==> src/hw/rtl/cbframe_pkg.sv <==
// ----------------------------------------------------------------------------
// cbframe_pkg
// Shared types, codes and character helpers for the chunk line framer.
// ----------------------------------------------------------------------------
package cbframe_pkg;

  localparam int          CHUNK_BYTES_DEF = 32;
  localparam logic [3:0]  VERSION_RESET   = 4'd1;
  localparam logic [31:0] CRC_ONES        = 32'hFFFF_FFFF;
  localparam logic [31:0] CRC_POLY        = 32'hEDB8_8320;

  localparam logic        MODE_START = 1'b0;
  localparam logic        MODE_DATA  = 1'b1;

  localparam logic [1:0]  ST_OK        = 2'd0;
  localparam logic [1:0]  ST_BAD_START = 2'd1;
  localparam logic [1:0]  ST_STRAY     = 2'd2;

  localparam logic [7:0]  CH_LT    = 8'h3C;
  localparam logic [7:0]  CH_GT    = 8'h3E;
  localparam logic [7:0]  CH_SLASH = 8'h2F;
  localparam logic [7:0]  CH_COLON = 8'h3A;
  localparam logic [7:0]  CH_ZERO  = 8'h30;
  localparam logic [7:0]  CH_UPPER = 8'h41;
  localparam logic [7:0]  CH_TWO   = 8'h32;

  typedef enum logic [4:0] {
    S_IDLE, S_DECODE, S_ERROR, S_DIVIDE, S_COMMIT, S_BYTE, S_CHECK,
    S_LT, S_SLASH, S_TAG, S_C1, S_VER, S_C2, S_TASK, S_C3, S_IDX,
    S_C4, S_TOT, S_C5, S_HEX, S_C6, S_B32, S_GT, S_FINISH
  } state_t;

  typedef enum logic [2:0] {
    SEL_LT, SEL_SLASH, SEL_TAG, SEL_COLON, SEL_DEC, SEL_HEX, SEL_B32, SEL_GT
  } sel_t;

  typedef enum logic [1:0] {
    DSRC_VER, DSRC_TASK, DSRC_IDX, DSRC_TOT
  } dsrc_t;

  typedef struct packed {
    logic       capture;
    logic       start_msg;
    logic       set_total;
    logic       take_byte;
    logic       err_push;
    logic [1:0] err_code;
    logic       gen;
    sel_t       sel;
    logic       dec_load;
    dsrc_t      dec_src;
    logic       b32_init;
    logic       is_end;
    logic       run_last;
    logic       chunk_done;
    logic       msg_done;
  } cmd_t;

  typedef struct packed {
    logic mode;
    logic bad_start;
    logic active;
    logic div_done;
    logic need_line;
    logic last_byte;
    logic len_zero;
    logic out_free;
    logic field_done;
  } stat_t;

  function automatic logic [31:0] crc_byte(input logic [31:0] crc_in, input logic [7:0] b);
    logic [31:0] c;
    c = crc_in ^ {24'd0, b};
    for (int k = 0; k < 8; k++) begin
      c = (c >> 1) ^ (c[0] ? CRC_POLY : 32'd0);
    end
    return c;
  endfunction

  function automatic logic [7:0] hex_char(input logic [3:0] n);
    return (n < 4'd10) ? (CH_ZERO + {4'd0, n}) : (CH_UPPER + {4'd0, n} - 8'd10);
  endfunction

  function automatic logic [7:0] b32_char(input logic [4:0] n);
    return (n < 5'd26) ? (CH_UPPER + {3'd0, n}) : (CH_TWO + {3'd0, n} - 8'd26);
  endfunction

  function automatic logic [7:0] tag_char(input logic [2:0] i);
    logic [7:0] c;
    case (i)
      3'd0:    c = 8'h52;
      3'd1:    c = 8'h49;
      3'd2:    c = 8'h42;
      3'd3:    c = 8'h33;
      default: c = 8'h32;
    endcase
    return c;
  endfunction

  // k times the decimal weight of digit position pos
  function automatic logic [16:0] dec_mul(input logic [2:0] pos, input logic [3:0] k);
    logic [16:0] p;
    case (pos)
      3'd0:    p = 17'd1;
      3'd1:    p = 17'd10;
      3'd2:    p = 17'd100;
      3'd3:    p = 17'd1000;
      default: p = 17'd10000;
    endcase
    return 17'(p * {13'd0, k});
  endfunction

endpackage

==> src/hw/rtl/crc32_base32_chunk_line_framer.sv <==
// ----------------------------------------------------------------------------
// crc32_base32_chunk_line_framer
// Frames a byte message into text chunk lines with crc-32 and base32, then
// an end line carrying the crc-32 of the whole message.
// ----------------------------------------------------------------------------
// a data byte that closes no chunk holds the input while it is decoded and taken
// a start holds the input while the chunk total is multiplied out
// line characters come out one per cycle unless the output stalls; a decimal
// leading zero and a chunk byte fetched from memory each take a step without one
// synchronous active-high reset clears control; format_version resets to 1
module crc32_base32_chunk_line_framer import cbframe_pkg::*; #(
  parameter int CHUNK_BYTES = CHUNK_BYTES_DEF
) (
  input  logic        clk,
  input  logic        rst,
  input  logic        cfg_we,
  input  logic [3:0]  cfg_wdata,
  input  logic        item_valid,
  output logic        item_stall,
  input  logic        mode,
  input  logic [15:0] task_id,
  input  logic [20:0] message_length,
  input  logic [7:0]  data_byte,
  output logic        result_valid,
  input  logic        result_stall,
  output logic [63:0] text_word,
  output logic [3:0]  char_count,
  output logic        line_end,
  output logic        message_end,
  output logic        last_of_run,
  output logic [1:0]  status
);

  cmd_t  cmd;
  stat_t stat;

  cbframe_ctrl u_ctrl (
    .clk        (clk),
    .rst        (rst),
    .item_valid (item_valid),
    .item_stall (item_stall),
    .stat       (stat),
    .cmd        (cmd)
  );

  cbframe_dp #(
    .CHUNK_BYTES (CHUNK_BYTES)
  ) u_dp (
    .clk            (clk),
    .rst            (rst),
    .cfg_we         (cfg_we),
    .cfg_wdata      (cfg_wdata),
    .mode           (mode),
    .task_id        (task_id),
    .message_length (message_length),
    .data_byte      (data_byte),
    .result_valid   (result_valid),
    .result_stall   (result_stall),
    .text_word      (text_word),
    .char_count     (char_count),
    .line_end       (line_end),
    .message_end    (message_end),
    .last_of_run    (last_of_run),
    .status         (status),
    .cmd            (cmd),
    .stat           (stat)
  );

endmodule

==> src/hw/rtl/cbframe_ctrl.sv <==
// ----------------------------------------------------------------------------
// cbframe_ctrl
// Sequencer: decodes items and walks the fields of chunk and end lines.
// ----------------------------------------------------------------------------
module cbframe_ctrl import cbframe_pkg::*; (
  input  logic  clk,
  input  logic  rst,
  input  logic  item_valid,
  output logic  item_stall,
  input  stat_t stat,
  output cmd_t  cmd
);

  state_t state, state_next;
  logic   is_end, is_end_next;

  always_ff @(posedge clk) begin
    if (rst) begin
      state  <= S_IDLE;
      is_end <= 1'b0;
    end else begin
      state  <= state_next;
      is_end <= is_end_next;
    end
  end

  always_comb begin
    state_next  = state;
    is_end_next = is_end;
    case (state)
      S_IDLE:   if (item_valid) state_next = S_DECODE;
      S_DECODE: begin
        if (stat.mode == MODE_START) begin
          state_next = stat.bad_start ? S_ERROR : S_DIVIDE;
        end else begin
          state_next = stat.active ? S_BYTE : S_ERROR;
        end
      end
      S_ERROR:  if (stat.out_free) state_next = S_IDLE;
      S_DIVIDE: if (stat.div_done) state_next = S_COMMIT;
      S_COMMIT: begin
        is_end_next = 1'b0;
        state_next  = stat.len_zero ? S_LT : S_IDLE;
      end
      S_BYTE:   state_next = S_CHECK;
      S_CHECK: begin
        is_end_next = 1'b0;
        state_next  = stat.need_line ? S_LT : S_IDLE;
      end
      S_LT:     if (stat.field_done) state_next = is_end ? S_SLASH : S_TAG;
      S_SLASH:  if (stat.field_done) state_next = S_TAG;
      S_TAG:    if (stat.field_done) state_next = S_C1;
      S_C1:     if (stat.field_done) state_next = S_VER;
      S_VER:    if (stat.field_done) state_next = S_C2;
      S_C2:     if (stat.field_done) state_next = S_TASK;
      S_TASK:   if (stat.field_done) state_next = is_end ? S_C5 : S_C3;
      S_C3:     if (stat.field_done) state_next = S_IDX;
      S_IDX:    if (stat.field_done) state_next = S_C4;
      S_C4:     if (stat.field_done) state_next = S_TOT;
      S_TOT:    if (stat.field_done) state_next = S_C5;
      S_C5:     if (stat.field_done) state_next = S_HEX;
      S_HEX:    if (stat.field_done) state_next = is_end ? S_GT : S_C6;
      S_C6:     if (stat.field_done) state_next = S_B32;
      S_B32:    if (stat.field_done) state_next = S_GT;
      S_GT:     if (stat.field_done) state_next = S_FINISH;
      S_FINISH: begin
        if (!is_end && stat.last_byte) begin
          is_end_next = 1'b1;
          state_next  = S_LT;
        end else begin
          state_next = S_IDLE;
        end
      end
      default:  state_next = S_IDLE;
    endcase
  end

  always_comb begin
    cmd            = '0;
    cmd.sel        = SEL_COLON;
    cmd.dec_src    = DSRC_VER;
    cmd.is_end     = is_end;
    cmd.run_last   = is_end || !stat.last_byte;
    item_stall     = (state != S_IDLE);
    case (state)
      S_IDLE:   cmd.capture = item_valid;
      S_DECODE: cmd.start_msg = (stat.mode == MODE_START) && !stat.bad_start;
      S_ERROR: begin
        cmd.err_push = stat.out_free;
        cmd.err_code = (stat.mode == MODE_START) ? ST_BAD_START : ST_STRAY;
      end
      S_COMMIT: cmd.set_total = 1'b1;
      S_BYTE:   cmd.take_byte = 1'b1;
      S_LT:     begin cmd.gen = 1'b1; cmd.sel = SEL_LT;    end
      S_SLASH:  begin cmd.gen = 1'b1; cmd.sel = SEL_SLASH; end
      S_TAG:    begin cmd.gen = 1'b1; cmd.sel = SEL_TAG;   end
      S_C1: begin
        cmd.gen = 1'b1; cmd.dec_load = 1'b1; cmd.dec_src = DSRC_VER;
      end
      S_C2: begin
        cmd.gen = 1'b1; cmd.dec_load = 1'b1; cmd.dec_src = DSRC_TASK;
      end
      S_C3: begin
        cmd.gen = 1'b1; cmd.dec_load = 1'b1; cmd.dec_src = DSRC_IDX;
      end
      S_C4: begin
        cmd.gen = 1'b1; cmd.dec_load = 1'b1; cmd.dec_src = DSRC_TOT;
      end
      S_C5:     cmd.gen = 1'b1;
      S_C6:     begin cmd.gen = 1'b1; cmd.b32_init = 1'b1; end
      S_VER, S_TASK, S_IDX, S_TOT: begin
        cmd.gen = 1'b1; cmd.sel = SEL_DEC;
      end
      S_HEX:    begin cmd.gen = 1'b1; cmd.sel = SEL_HEX; end
      S_B32:    begin cmd.gen = 1'b1; cmd.sel = SEL_B32; end
      S_GT:     begin cmd.gen = 1'b1; cmd.sel = SEL_GT;  end
      S_FINISH: begin
        cmd.chunk_done = !is_end;
        cmd.msg_done   = is_end;
      end
      default:  cmd.gen = 1'b0;
    endcase
  end

endmodule

==> src/hw/rtl/cbframe_dp.sv <==
// ----------------------------------------------------------------------------
// cbframe_dp
// Datapath: message state, chunk memory, crc, divider, character sources
// and the word packer with its output register.
// ----------------------------------------------------------------------------
module cbframe_dp import cbframe_pkg::*; #(
  parameter int CHUNK_BYTES = CHUNK_BYTES_DEF
) (
  input  logic        clk,
  input  logic        rst,
  input  logic        cfg_we,
  input  logic [3:0]  cfg_wdata,
  input  logic        mode,
  input  logic [15:0] task_id,
  input  logic [20:0] message_length,
  input  logic [7:0]  data_byte,
  output logic        result_valid,
  input  logic        result_stall,
  output logic [63:0] text_word,
  output logic [3:0]  char_count,
  output logic        line_end,
  output logic        message_end,
  output logic        last_of_run,
  output logic [1:0]  status,
  input  cmd_t        cmd,
  output stat_t       stat
);

  localparam int AW = (CHUNK_BYTES > 1) ? $clog2(CHUNK_BYTES) : 1;
  localparam int FW = $clog2(CHUNK_BYTES + 1);
  localparam int NW = 22;
  localparam int SH = NW + 6;
  localparam int unsigned MAX_LEN = 65535 * CHUNK_BYTES;
  // rounded-up reciprocal, exact for any numerator below 2**NW
  localparam logic [SH:0] RECIP =
    (SH+1)'(((64'd1 << SH) + 64'(CHUNK_BYTES) - 64'd1) / 64'(CHUNK_BYTES));

  // captured item
  logic        i_mode;
  logic [15:0] i_task;
  logic [20:0] i_len;
  logic [7:0]  i_byte;

  // message state
  logic [3:0]    fmt_version;
  logic [FW-1:0] chunk_fill;
  logic [31:0]   chunk_crc, message_crc;
  logic [15:0]   chunk_number, chunk_total, current_task;
  logic [20:0]   bytes_left;
  logic          active;

  // chunk total
  logic [NW-1:0]  div_num;
  logic [NW+SH:0] div_prod;
  logic [15:0]    div_q;
  logic           div_pend;

  // chunk memory
  logic [7:0]    mem [CHUNK_BYTES];
  logic [7:0]    rd_data;
  logic [FW-1:0] rd_idx, rd_idx_next;

  // character sources
  logic [15:0] dec_val;
  logic [2:0]  dec_pos;
  logic        dec_started;
  logic [3:0]  dec_digit;
  logic [16:0] dec_sub;
  logic [2:0]  tag_idx, hex_idx;
  logic [31:0] hex_val;
  logic [15:0] b32_buf;
  logic [3:0]  b32_bits;
  logic [20:0] b32_shift;
  logic        b32_more, b32_load, b32_empty;

  logic [7:0]  ch;
  logic        char_ok, char_last, fire, out_free, line_last;

  // word packer
  logic [63:0] wbuf, word_new;
  logic [2:0]  wcnt;

  assign out_free = !result_valid || !result_stall;

  // ---------------- chunk total: ceil(len / CHUNK_BYTES) by reciprocal multiply
  assign div_prod = {{(SH+1){1'b0}}, div_num} * {{NW{1'b0}}, RECIP};

  always_ff @(posedge clk) begin
    if (cmd.start_msg) begin
      div_num <= NW'(i_len) + NW'(CHUNK_BYTES - 1);
    end
    if (div_pend) begin
      div_q <= div_prod[SH +: 16];
    end
  end

  // ---------------- item capture and message state
  always_ff @(posedge clk) begin
    if (cmd.capture) begin
      i_mode <= mode;
      i_task <= task_id;
      i_len  <= message_length;
      i_byte <= data_byte;
    end
  end

  always_ff @(posedge clk) begin
    if (rst) begin
      fmt_version  <= VERSION_RESET;
      chunk_fill   <= '0;
      chunk_crc    <= CRC_ONES;
      message_crc  <= CRC_ONES;
      chunk_number <= '0;
      chunk_total  <= '0;
      bytes_left   <= '0;
      current_task <= '0;
      active       <= 1'b0;
      div_pend     <= 1'b0;
    end else begin
      div_pend <= cmd.start_msg;
      if (cfg_we) fmt_version <= cfg_wdata;
      if (cmd.start_msg) begin
        current_task <= i_task;
        chunk_number <= '0;
        chunk_fill   <= '0;
        chunk_crc    <= CRC_ONES;
        message_crc  <= CRC_ONES;
        bytes_left   <= i_len;
        active       <= 1'b1;
      end
      if (cmd.set_total) begin
        chunk_total <= (i_len == 21'd0) ? 16'd1 : div_q;
      end
      if (cmd.take_byte) begin
        if (32'(chunk_fill) < CHUNK_BYTES) chunk_fill <= chunk_fill + FW'(1);
        chunk_crc   <= crc_byte(chunk_crc, i_byte);
        message_crc <= crc_byte(message_crc, i_byte);
        if (bytes_left != 21'd0) bytes_left <= bytes_left - 21'd1;
      end
      if (cmd.chunk_done) begin
        chunk_fill   <= '0;
        chunk_crc    <= CRC_ONES;
        chunk_number <= chunk_number + 16'd1;
      end
      if (cmd.msg_done) active <= 1'b0;
    end
  end

  // ---------------- chunk memory, read data always follows rd_idx
  always_comb begin
    rd_idx_next = rd_idx;
    if (cmd.b32_init) begin
      rd_idx_next = '0;
    end else if (b32_load) begin
      rd_idx_next = rd_idx + FW'(1);
    end
  end

  always_ff @(posedge clk) begin
    if (cmd.take_byte && (32'(chunk_fill) < CHUNK_BYTES)) begin
      mem[chunk_fill[AW-1:0]] <= i_byte;
    end
    rd_data <= mem[rd_idx_next[AW-1:0]];
  end

  // ---------------- character sources
  always_comb begin
    dec_digit = 4'd0;
    for (int k = 1; k < 10; k++) begin
      if ({1'b0, dec_val} >= dec_mul(dec_pos, 4'(k))) dec_digit = 4'(k);
    end
    dec_sub = dec_mul(dec_pos, dec_digit);
  end

  assign hex_val   = (cmd.is_end ? message_crc : chunk_crc) ^ CRC_ONES;
  assign b32_more  = (rd_idx < chunk_fill);
  assign b32_shift = {b32_buf, 5'd0} >> b32_bits;
  assign b32_load  = cmd.gen && (cmd.sel == SEL_B32) && (b32_bits < 4'd5) && b32_more;
  assign b32_empty = (b32_bits == 4'd0) && !b32_more;

  always_comb begin
    ch        = CH_COLON;
    char_ok   = 1'b1;
    char_last = 1'b1;
    case (cmd.sel)
      SEL_LT:    ch = CH_LT;
      SEL_SLASH: ch = CH_SLASH;
      SEL_COLON: ch = CH_COLON;
      SEL_GT:    ch = CH_GT;
      SEL_TAG: begin
        ch        = tag_char(tag_idx);
        char_last = (tag_idx == 3'd4);
      end
      SEL_HEX: begin
        ch        = hex_char(hex_val[{3'(3'd7 - hex_idx), 2'b00} +: 4]);
        char_last = (hex_idx == 3'd7);
      end
      SEL_DEC: begin
        ch        = CH_ZERO + {4'd0, dec_digit};
        char_ok   = (dec_digit != 4'd0) || dec_started || (dec_pos == 3'd0);
        char_last = (dec_pos == 3'd0);
      end
      SEL_B32: begin
        ch        = b32_char(b32_shift[4:0]);
        char_ok   = (b32_bits >= 4'd5) || (!b32_more && (b32_bits != 4'd0));
        char_last = !b32_more && (b32_bits <= 4'd5);
      end
      default: ch = CH_COLON;
    endcase
  end

  assign fire      = cmd.gen && char_ok && out_free;
  assign line_last = (cmd.sel == SEL_GT);

  always_ff @(posedge clk) begin
    if (rst) begin
      tag_idx     <= '0;
      hex_idx     <= '0;
      dec_pos     <= '0;
      dec_started <= 1'b0;
      b32_bits    <= '0;
      rd_idx      <= '0;
    end else begin
      rd_idx <= rd_idx_next;
      if (fire && (cmd.sel == SEL_TAG)) tag_idx <= char_last ? 3'd0 : tag_idx + 3'd1;
      if (fire && (cmd.sel == SEL_HEX)) hex_idx <= hex_idx + 3'd1;
      if (cmd.dec_load) begin
        dec_pos     <= 3'd4;
        dec_started <= 1'b0;
      end else if (cmd.gen && (cmd.sel == SEL_DEC) && (fire || !char_ok)) begin
        // leading zeros advance without a character
        dec_pos     <= dec_pos - 3'd1;
        dec_started <= dec_started || (dec_digit != 4'd0);
      end
      if (cmd.b32_init) begin
        b32_bits <= '0;
      end else if (b32_load) begin
        b32_bits <= b32_bits + 4'd8;
      end else if (fire && (cmd.sel == SEL_B32)) begin
        b32_bits <= (b32_bits >= 4'd5) ? b32_bits - 4'd5 : 4'd0;
      end
    end
  end

  always_ff @(posedge clk) begin
    if (cmd.dec_load) begin
      case (cmd.dec_src)
        DSRC_VER:  dec_val <= {12'd0, fmt_version};
        DSRC_TASK: dec_val <= current_task;
        DSRC_IDX:  dec_val <= chunk_number;
        DSRC_TOT:  dec_val <= chunk_total;
        default:   dec_val <= chunk_total;
      endcase
    end else if (cmd.gen && (cmd.sel == SEL_DEC) && (fire || !char_ok)) begin
      dec_val <= dec_val - dec_sub[15:0];
    end
    if (b32_load) b32_buf <= {b32_buf[7:0], rd_data};
  end

  // ---------------- word packer and output register
  assign word_new = wbuf | ({56'd0, ch} << {3'(3'd7 - wcnt), 3'b000});

  always_ff @(posedge clk) begin
    if (rst) begin
      wbuf         <= '0;
      wcnt         <= '0;
      result_valid <= 1'b0;
    end else begin
      if (fire) begin
        if ((wcnt == 3'd7) || line_last) begin
          wbuf <= '0;
          wcnt <= '0;
        end else begin
          wbuf <= word_new;
          wcnt <= wcnt + 3'd1;
        end
      end
      if ((fire && ((wcnt == 3'd7) || line_last)) || cmd.err_push) begin
        result_valid <= 1'b1;
      end else if (!result_stall) begin
        result_valid <= 1'b0;
      end
    end
  end

  always_ff @(posedge clk) begin
    if (cmd.err_push) begin
      text_word   <= '0;
      char_count  <= '0;
      line_end    <= 1'b0;
      message_end <= 1'b0;
      last_of_run <= 1'b1;
      status      <= cmd.err_code;
    end else if (fire && ((wcnt == 3'd7) || line_last)) begin
      text_word   <= word_new;
      char_count  <= {1'b0, wcnt} + 4'd1;
      line_end    <= line_last;
      message_end <= line_last && cmd.is_end;
      last_of_run <= line_last && cmd.run_last;
      status      <= ST_OK;
    end
  end

  // ---------------- status to the sequencer
  always_comb begin
    stat.mode       = i_mode;
    stat.bad_start  = (i_task == 16'd0) || (32'(i_len) > MAX_LEN);
    stat.active     = active;
    stat.div_done   = !div_pend;
    stat.need_line  = (32'(chunk_fill) >= CHUNK_BYTES) || (bytes_left == 21'd0);
    stat.last_byte  = (bytes_left == 21'd0);
    stat.len_zero   = (i_len == 21'd0);
    stat.out_free   = out_free;
    stat.field_done = (fire && char_last) ||
                      (cmd.gen && (cmd.sel == SEL_B32) && b32_empty);
  end

endmodule

==> config.mk <==
export PLATFORM = sky130hd
export DESIGN_NAME = crc32_base32_chunk_line_framer
export DESIGN_NICKNAME = d
export VERILOG_FILES = /design/src/hw/rtl/cbframe_pkg.sv /design/src/hw/rtl/crc32_base32_chunk_line_framer.sv /design/src/hw/rtl/cbframe_ctrl.sv /design/src/hw/rtl/cbframe_dp.sv
export SDC_FILE = /design/constraint.sdc
export NUM_CORES = 1
export LEC_CHECK = 0
export ABC_AREA = 1
export BUFFER_PORTS_ARGS = -buffer_cell sky130_fd_sc_hd__buf_2
export CAP_MARGIN = 30
export CELL_PAD_IN_SITES_DETAIL_PLACEMENT = 0
export CELL_PAD_IN_SITES_GLOBAL_PLACEMENT = 1
export CORE_ASPECT_RATIO = 2
export CORE_MARGIN = 1.5
export CORE_UTILIZATION = 48
export DETAILED_ROUTE_END_ITERATION = 10
export PLACE_DENSITY_LB_ADDON = 0.1
export SLEW_MARGIN = 20
export SYNTH_ARGS = -nofsm -noshare
export SYNTH_HDL_FRONTEND = slang
export SYNTH_HIERARCHICAL = 1
export SYNTH_SLANG_ARGS = --single-unit
==> constraint.sdc <==
create_clock -name clk -period 8.5 [get_ports clk]
set_clock_uncertainty 0.2 [all_clocks]
set_input_delay 0.85 -clock clk [delete_from_list [all_inputs] [get_ports clk]]
set_output_delay 0.85 -clock clk [all_outputs]
set_load 0.05 [all_outputs]
==> results.py <==
metrics = {
    "synth": {
        "synthCells": 4327,
        "ys_ff_latch": 669,
        "synthArstFlopShare": 0,
        "synth_area_leader_cell": "edfxtp_1",
        "avgSynthCellArea_um2": 8.40,
        "yosysSeqAreaShare": 0.469,
        "ys_top_cells_by_area": "edfxtp_1, dfxtp_1, nand2_1",
        "netlist_area_um2": 36400,
        "ys_warn_count": 6,
        "synthFlopType": "edfxtp_1",
        "yosysTopAreaCellShare": 0.303,
        "ys_types": 69,
        "synth-edff-count": 367,
    },
    "floorplanning": {
        "die_area_um2": 77500,
        "rows": 142,
        "die_x_um": 198,
        "die_h_um": 392,
        "design.portCount": 130,
        "core_um2": 75000,
        "start_util": 0.485,
    },
    "timing": {
        "final.period_utilization": 0.926,
        "final.setup.tns_ps": 0,
        "min_period_ps": 7870,
        "max_slew_margin": 0.373,
        "hold_viol_final": 0,
        "whs_ps": 167,
        "worst_slew_pin_slew_ps": 938,
        "drv_slew": 0,
        "finalSetupViolations": 0,
        "rsz0062_at_grt": "no",
        "clock.fmax_mhz": 127,
    },
    "worst_hold_path": {
        "min_path_cells": 1,
        "holdCritPathClass": "in -> reg",
    },
    "clock_network": {
        "clock_sinks": 669,
        "cts_tree": "built",
        "cts_max_path_buffers": 3,
        "cts_buffers": 60,
        "path_clk_slew_ps": 90,
        "clockRootBuffer": "clkbuf_16",
        "cts_max_level": 2,
        "clk_latency_ps": 660,
        "hold_buffers": 0,
    },
    "final_layout": {
        "layout-drive-gt1-share": 0.0875,
        "fillers": 7274,
        "syn2layout_area_growth_pct": 10.5,
        "final_area_um2": 40200,
        "mostFrequentLayoutCells": "nand2_1, nor2_1, inv_1",
        "fin_util": 0.536,
        "diodes": 0,
        "final_common_cell": "nand2_1",
        "fin_nets": 4676,
    },
    "placed_design": {
        "numPortBuffers": 121,
        "dp.final_hpwl_um": 80900,
        "place_area_um2": 37900,
        "gp_congestion": 0.966,
    },
    "status": {
        "outcome": "finished, final reports clean",
    },
    "power": {
        "p_leak_nw": 16.7,
        "power_mw": 11.3,
        "p_per_area_nw_per_um2": 281,
        "ir_drop_mv": 0.339,
    },
    "drt": {
        "via_per_inst": 5.42,
        "drt_iter0_drc": 1603,
        "drc": 0,
        "drt-total-wl_um": 110000,
        "wl_per_cell_um": 20.2,
        "ant_nets": 0,
        "via_count": 29600,
        "drt-pass1-iter-count": 7,
    },
    "critical_path": {
        "cp_max_fo": 9,
        "cp_num_buf_inv": 4,
        "cp_top_family": "adder cells",
        "worstSetupPathType": "reg -> reg",
        "crit_cells": 44,
        "cp-end-kind": "flip-flop",
        "worstPathRequired_ps": 8700,
        "rr_worst_depth": 44,
        "worstPathArrival_ps": 8070,
        "slowest_stage": "fa_1",
        "max_stage_delay_ps": 540,
        "worst_path_most_repeated_cell": "nand2_1",
        "cp-start-kind": "flip-flop",
    },
    "job": {
        "max_cap_violations": 0,
    },
    "global_route": {
        "grt_pass1_wl_um": 168000,
        "grt_usage": 0.286,
        "overflow": 0,
        "antenna_found_initial": 1,
        "grt_pass1_vias": 29500,
        "grt_max_degree": 129,
    },
}
## worst paths after layout
kind                           startpoint                          to  slack, ps
max          u_dp/dec_pos[0]$_SDFFE_PP0P_  u_dp/dec_val[14]$_DFFE_PP_        630
min                            task_id[8]    u_dp/i_task[8]$_DFFE_PP_        170
max reg2reg  u_dp/dec_pos[0]$_SDFFE_PP0P_  u_dp/dec_val[14]$_DFFE_PP_        630
min reg2reg       u_dp/rd_data[7]$_DFF_P_   u_dp/b32_buf[7]$_DFFE_PP_        200
## flip-flops by register name, indices dropped and copies added, names as in the netlist, 16 cells and up
name	count
u_dp/i_task	16
u_dp/current_task	16
u_dp/wbuf	56
u_dp/chunk_crc	32
u_dp/chunk_total	16
u_dp/div_q	16
u_dp/chunk_number	16
u_dp/mem	256
u_dp/dec_val	16
u_dp/div_num	16
u_dp/bytes_left	21
u_dp/message_crc	32
u_dp/text_word	56
u_dp/i_len	21
## worst register-to-register path: cells and delay by family (launching register included)
family                     cells  cell delay (ps)
AOI/OAI and AO/OA              9             1210
DFF                            1              400
and+or+nand+nor               21             2110
buffers and inverters          4              240
xor gates and xnor gates       2              340
adders and majority gates      8             3120
## Yosys cell counts, types with 19 or more instances
cell and n:
nand3_1 244, o21a_1 47, fa_1 37, dfxtp_1 302, nand4_1 48, inv_1 416, nor2_1 604, o22ai_1 37
ha_1 175, nor3_1 37, edfxtp_1 367, clkbuf_1 90, o211ai_1 67, nand2_1 836, xor2_1 99, xnor2_1 45
buf_2 45, or2_2 27, a21oi_1 190, o21ai_0 364, buf_4 19
## per-layer routing
| layer | GRT usage | part of all wire | vias up |
|---|---|---|---|
| met5 | 0 | 0.00011 | - |
| met4 | 0.185 | 0.072 | 2 |
| met3 | 0.0280 | 0.031 | 315 |
| met2 | 0.566 | 0.55 | 761 |
| met1 | 0.276 | 0.34 | 13900 |
| li1 | - | - | 14600 |
## stage by stage
stage,setup slack (ps),std cells
3_5_place_dp,172,5346
6_report,631,5467
4_1_cts,166,5458
3_3_place_gp,259,5345
5_1_grt,5.73,5467
2_1_floorplan,779,4338
## cells by family after synthesis
logic type               after synthesis  synth area share
AO/OA/AOI/OAI                        795             0.125
XOR/XNOR                             146            0.0356
adder cells (fa/ha/maj)              212            0.0806
buffers and inverters                615            0.0693
flip-flops                           669             0.469
other                                  2          0.000207
AND/OR/NAND/NOR                     1888             0.220
## power by group
group | switching, mW | internal (mW)
clock network | 1.25 | 1.71
registers | 0.312 | 3.79
logic | 2.89 | 1.35
total | 4.46 | 6.85
## timing repair
action / 4_1_cts / 5_1_grt
gates resized for setup: 0 / 22
setup endpoints to repair: 0 / 6
hold endpoints to repair: 0 / 0
setup buffers: 0 / 8
## cell type report
type                       instances  area, µm²  share of cell area
clock inverter                    34        454              0.0113
clock buffer                      78       1690              0.0421
sequential                       669      17100               0.425
multi-input combinational       3054      16900               0.421
tap                             1008       1260              0.0314
inverter                         437       1640              0.0409
timing repair buffer             187       1140              0.0283
Power figures use the tool's default switching activity.
